### config.mk
export PLATFORM = sky130hd
export DESIGN_NAME = pta_ctrl
export DESIGN_NICKNAME = d
export VERILOG_FILES = /design/src/design/pta_pkg.sv /design/src/design/pta_ctrl.sv
export SDC_FILE = /design/constraint.sdc
export NUM_CORES = 1
export LEC_CHECK = 0
export BUFFER_PORTS_ARGS = -buffer_cell sky130_fd_sc_hd__buf_4
export CORE_MARGIN = 3
export CORE_UTILIZATION = 32
export CTS_BUF_LIST = sky130_fd_sc_hd__clkbuf_8
export CTS_CLUSTER_SIZE = 20
export DETAILED_ROUTE_END_ITERATION = 16
export HOLD_SLACK_MARGIN = 0.05
export PLACE_DENSITY = 0.51
export SYNTH_ARGS = -nofsm -noshare
export SYNTH_HDL_FRONTEND = slang
export SYNTH_SLANG_ARGS = --single-unit
export TNS_END_PERCENT = 50
### constraint.sdc
create_clock -name clk -period 3.5 [get_ports clk]
set_clock_uncertainty 0.1 [all_clocks]
set_input_delay 0.7 -clock clk [delete_from_list [all_inputs] [get_ports clk]]
set_output_delay 0.7 -clock clk [all_outputs]
set_load 0.01 [all_outputs]
### src/design/pta_pkg.sv
// Shared types and constants of the power-of-two page allocator.
`timescale 1ns / 1ps

package pta_pkg;

    // Pool geometry.
    localparam int PAGE_COUNT  = 16;
    localparam int PAGE_W      = 4;
    localparam int PAGE_OFS_W  = 12;
    localparam int TOP_ORDER   = 12;
    localparam int MIN_ORDER   = 3;
    localparam int BLK_PAGE_W  = 9;
    localparam int BLK_W       = 13;
    localparam int LINK_W      = 14;
    localparam int BLOCK_COUNT = 8192;
    localparam int ORDER_W     = 4;
    localparam int COUNT_W     = 10;

    localparam logic [LINK_W-1:0] LINK_NULL = 14'd8192;
    localparam logic [4:0]        PAGE_NULL = 5'd16;
    localparam logic [15:0]       MAX_SIZE  = 16'd4096;

    // Result status codes.
    localparam logic [2:0] ST_OK         = 3'd0;
    localparam logic [2:0] ST_BAD_SIZE   = 3'd1;
    localparam logic [2:0] ST_NO_PAGE    = 3'd2;
    localparam logic [2:0] ST_IGNORED    = 3'd3;
    localparam logic [2:0] ST_MISALIGNED = 3'd4;

    // Request function codes.
    localparam logic FUNC_ALLOC = 1'b0;
    localparam logic FUNC_FREE  = 1'b1;

    // Commands from the controller to the datapath.
    typedef struct packed {
        logic       latch;
        logic       carve_start;
        logic       carve_step;
        logic       rd_head;
        logic       rd_cur;
        logic       pop_done;
        logic       walk_start;
        logic       walk_adv;
        logic       push;
        logic       rm_adv;
        logic       page_ret;
        logic       finish;
        logic [2:0] code;
    } pta_cmd_t;

    // Status from the datapath to the controller.
    typedef struct packed {
        logic is_free;
        logic alloc_bad;
        logic head_null;
        logic stack_empty;
        logic free_ignored;
        logic misaligned;
        logic carve_last;
        logic cur_null;
        logic cur_hit;
        logic count_full;
        logic out_free;
    } pta_stat_t;

    // Block order for an allocation size: round up to 8 bytes, then to a power of two.
    function automatic logic [ORDER_W-1:0] size_order(input logic [15:0] size);
        logic [15:0]        sm1;
        logic [ORDER_W-1:0] o;
        sm1 = size - 16'd1;
        o   = ORDER_W'(MIN_ORDER);
        for (int i = MIN_ORDER; i < TOP_ORDER; i++)
        begin
            if (sm1[i])
            begin
                o = ORDER_W'(i + 1);
            end
        end
        return o;
    endfunction

endpackage

### src/design/pta_ctrl.sv
// Allocator controller: sequences decode, carving, list walks and result handoff.
`timescale 1ns / 1ps

module pta_ctrl
(
    input  logic                clk,
    input  logic                rst_n,
    input  logic                req_valid,
    output logic                req_ready,
    output logic                cfg_ready,
    input  pta_pkg::pta_stat_t  stat,
    output pta_pkg::pta_cmd_t   cmd
);

    typedef enum logic [10:0] {
        S_IDLE     = 11'b000_0000_0001,
        S_DECODE   = 11'b000_0000_0010,
        S_CARVE    = 11'b000_0000_0100,
        S_POP_RD   = 11'b000_0000_1000,
        S_POP_WAIT = 11'b000_0001_0000,
        S_WALK_RD  = 11'b000_0010_0000,
        S_WALK_CHK = 11'b000_0100_0000,
        S_PUSH     = 11'b000_1000_0000,
        S_RM_RD    = 11'b001_0000_0000,
        S_RM_CHK   = 11'b010_0000_0000,
        S_FINISH   = 11'b100_0000_0000
    } state_t;

    state_t     state_reg;
    state_t     state_next;
    logic [2:0] code_reg;
    logic [2:0] code_next;

    assign req_ready = (state_reg == S_IDLE);
    assign cfg_ready = (state_reg == S_IDLE);

    // Next state and command decode.
    always_comb
    begin
        state_next = state_reg;
        code_next  = code_reg;
        cmd        = '0;
        cmd.code   = code_reg;
        unique case (state_reg)
            S_IDLE:
            begin
                if (req_valid)
                begin
                    cmd.latch  = 1'b1;
                    state_next = S_DECODE;
                end
            end
            S_DECODE:
            begin
                state_next = S_FINISH;
                if (stat.is_free)
                begin
                    if (stat.free_ignored)
                    begin
                        code_next = pta_pkg::ST_IGNORED;
                    end
                    else if (stat.misaligned)
                    begin
                        code_next = pta_pkg::ST_MISALIGNED;
                    end
                    else
                    begin
                        cmd.walk_start = 1'b1;
                        state_next     = S_WALK_RD;
                    end
                end
                else if (stat.alloc_bad)
                begin
                    code_next = pta_pkg::ST_BAD_SIZE;
                end
                else if (!stat.head_null)
                begin
                    state_next = S_POP_RD;
                end
                else if (stat.stack_empty)
                begin
                    code_next = pta_pkg::ST_NO_PAGE;
                end
                else
                begin
                    cmd.carve_start = 1'b1;
                    state_next      = S_CARVE;
                end
            end
            S_CARVE:
            begin
                cmd.carve_step = 1'b1;
                if (stat.carve_last)
                begin
                    code_next  = pta_pkg::ST_OK;
                    state_next = S_FINISH;
                end
            end
            S_POP_RD:
            begin
                cmd.rd_head = 1'b1;
                state_next  = S_POP_WAIT;
            end
            S_POP_WAIT:
            begin
                cmd.pop_done = 1'b1;
                code_next    = pta_pkg::ST_OK;
                state_next   = S_FINISH;
            end
            S_WALK_RD:
            begin
                if (stat.cur_null)
                begin
                    state_next = S_PUSH;
                end
                else if (stat.cur_hit)
                begin
                    code_next  = pta_pkg::ST_IGNORED;
                    state_next = S_FINISH;
                end
                else
                begin
                    cmd.rd_cur = 1'b1;
                    state_next = S_WALK_CHK;
                end
            end
            S_WALK_CHK:
            begin
                cmd.walk_adv = 1'b1;
                state_next   = S_WALK_RD;
            end
            S_PUSH:
            begin
                cmd.push  = 1'b1;
                code_next = pta_pkg::ST_OK;
                state_next = stat.count_full ? S_RM_RD : S_FINISH;
            end
            S_RM_RD:
            begin
                if (stat.cur_null)
                begin
                    cmd.page_ret = 1'b1;
                    state_next   = S_FINISH;
                end
                else
                begin
                    cmd.rd_cur = 1'b1;
                    state_next = S_RM_CHK;
                end
            end
            S_RM_CHK:
            begin
                cmd.rm_adv = 1'b1;
                state_next = S_RM_RD;
            end
            S_FINISH:
            begin
                if (stat.out_free)
                begin
                    cmd.finish = 1'b1;
                    state_next = S_IDLE;
                end
            end
            default:
            begin
                state_next = S_IDLE;
            end
        endcase
    end

    // State registers.
    always_ff @(posedge clk or negedge rst_n)
    begin
        if (!rst_n)
        begin
            state_reg <= S_IDLE;
            code_reg  <= pta_pkg::ST_OK;
        end
        else
        begin
            state_reg <= state_next;
            code_reg  <= code_next;
        end
    end

endmodule

==> results.md <==
* Post-synthesis sequential area ratio at 0.316
* Required time of the critical path at 2.70 ns
* Post-CTS Setup Bufs at 0
* Port-buffer cells at 30
* Largest net degree at the start of global routing at 15
* Syn_nets at 143
* Die X at 65.0 um
* Final cycle utilization of the critical path at 0.863
* Post-Place Cells at 193
* Final hold slack at 0.193 ns
* Setup WS pre-CTS at 0.752 ns
* P&R area growth vs syn at 24.5%
* Fillers at 333
* HP Class: in -> async
* Routed vias at 1096
* RSZ-0062 raised after global routing: false
* Pwr Total at 0.713 mW
* Hpwl dp at 2370 um
* First-pass GRT wire length at 5040 um
* Final net count at 168
* Outcome: finished clean
* Fin crit period at 3.02 ns
* Drt wl/cell at 15.3 um
* Fin area at 1390 um^2
* Setup violators final at 0
* CP Class: reg -> out
* Synthesis Warnings at 0
* Post-synth EDFFs at 0
* Maximum VDD drop at 416 uV
* Initial Util at 0.350
* Setup TNS at 0 ns
* Total grt overflow at 0
* Routability cong. at 0.781
* Leakage at 0.655 nW
* Clock Pin Slew Worst Setup and Hold Paths at 0.07 ns
* Die ar. at 4220 um^2
* Post-placement cell area at 1340 um^2
* Finished Layout Cells at 197
* Total CTS buffers at 3
* Drt via density at 5.56
* Syn Inst Count at 129
* Async set-reset flop share out of synthesis at 1.00
* Synthesized area at 1110 um^2
* Share of layout cells above drive strength 1 at 0.294
* Synth unique cells at 51
* CTS Hold Buffers Added at 0
* Max Root-Sink Buffers at 2
* Crit path max fanout at 11
* Max reg flops at 11
* ANT nets after route at 0
* H-tree levels at 1
* Synth Register Bits at 14
* Residual DRC at 0
* Root Buffer: clkbuf_8
* Top post-synthesis cells by area: dfrtp_1, nor2_1, nor4_1
* Nature of the critical path endpoint: primary output
* Number of global-route vias before repair at 1033
* Final hold viol count at 0
* Core area at 3180 um^2
* Max Cap Violations at 0
* Dominant cell type by area after synthesis: dfrtp_1
* Worst Path Arrival at 2.22 ns
* Post-CTS resize count at 0
* FP Rows at 20
* PD cells at 515 nW/um^2
* Initial antenna violation count at 0
* Worst setup SP type: register
* Drt first-iter violations at 44
* Util after Layout at 0.436
* Drt pass-1 iters at 4
* Ports at 31
* Drt total wl at 3010 um
* Final worst setup slack at 0.478 ns
* Worst rel slew slack at 0.587
* Worst-Skew Late Latency at 0.25 ns
* Top cell type's share of synthesized area at 0.292
* # diodes at 0
* Worst-Margin Slew at 0.615 ns
* CTS tree: yes
* Clk sinks at 14
* Synth Flop Type: dfrtp_1
* GRT Util Overall at 0.152
* Fmax achieved at 0.331 GHz
* Die height at 65.0 um
* Avg Inst Size Synth at 8.62 um^2
* Max-slew violation count at 0
## cell type report
| class | instances | area (um^2) | area share |
|---|---|---|---|
| Multi-Input combinational cell | 100 | 689 | 0.498 |
| Sequential cell | 14 | 352 | 0.254 |
| Timing Repair Buffer | 30 | 225 | 0.163 |
| Tap cell | 44 | 55.1 | 0.0397 |
| Clock buffer | 3 | 41.3 | 0.0298 |
| Inverter | 5 | 18.8 | 0.0136 |
| Clock inverter | 1 | 3.75 | 0.00271 |
## worst max-delay path, cell delays in order, from the launching register on
cell and delay, ns:
dfrtp_1 0.49, or4_4 0.60, or3_4 0.43, nor4b_4 0.28
buf_4 0.18
## path summary, 6_finish.rpt
path                                               start                        to  slack, ns  depth (start not counted)
min in group clk                 code_reg[1]$_DFFE_PN0P_   code_reg[1]$_DFFE_PN0P_       0.46                          2
worst min register to register   code_reg[1]$_DFFE_PN0P_   code_reg[1]$_DFFE_PN0P_       0.46                          2
worst max register to register  state_reg[5]$_DFFE_PN0P_  state_reg[0]$_DFFE_PN1P_       1.31                          5
worst min-delay path                               rst_n  state_reg[5]$_DFFE_PN0P_       0.19                          1
max in group asynchronous                          rst_n  state_reg[0]$_DFFE_PN1P_       2.86                          1
worst max-delay path            state_reg[5]$_DFFE_PN0P_                    cmd[8]       0.48                          4
## logic make-up after synthesis
family,synth area share
compound gates,0.152
xor+xnor,0.0158
buf+inv,0.0641
flops,0.316
mux,0.0191
simple gates,0.433
## metal layers
| metal | GRT usage | wire length, um |
|---|---|---|
| met2 | 0.235 | 1370 |
| met4 | 0.0475 | 23 |
| met3 | 0.0191 | 172 |
| met5 | 0 | 0 |
| met1 | 0.218 | 1440 |
## placed cells by master, fill, tap and decap left out, types with 2 or more instances in the layout
| cell | instances |
|---|---|
| or4_1 | 2 |
| nand4_1 | 2 |
| inv_1 | 6 |
| nand2_1 | 5 |
| a21oi_1 | 4 |
| a21o_1 | 2 |
| clkbuf_8 | 3 |
| nor3_1 | 3 |
| a211oi_1 | 2 |
| o21ai_0 | 2 |
| and4b_1 | 2 |
| o32ai_1 | 3 |
| or2_1 | 2 |
| and3_1 | 6 |
| nor2b_1 | 2 |
| dfrtp_1 | 13 |
| nand2b_1 | 2 |
| nor3_2 | 2 |
| buf_4 | 30 |
| nor4_1 | 7 |
| nand3_1 | 3 |
| and2_1 | 4 |
| nor3b_1 | 2 |
| xnor2_1 | 2 |
| nor2_1 | 18 |
## Yosys cell counts, types with 2 or more instances
cell      number
and2_1         4
dfrtp_1       13
nand2_1        5
and4b_1        2
or4_1          2
nand2b_1       2
nor3_2         2
a21oi_1        4
nor2b_1        2
clkbuf_1       5
nand4_1        2
buf_2          3
and3_1         6
nor3_1         3
o21ai_0        2
a211oi_1       2
nor2_1        18
inv_1          5
nand3_1        3
nor4_1         7
xnor2_1        2
a21o_1         2
o32ai_1        3
or2_1          2
nor3b_1        2
## report_power, final
group | total (mW) | internal, mW | switching, mW
clock network | 0.141 | 0.0777 | 0.0631
registers | 0.240 | 0.198 | 0.0417
logic | 0.332 | 0.150 | 0.182
(Power assumes the default switching activity.)
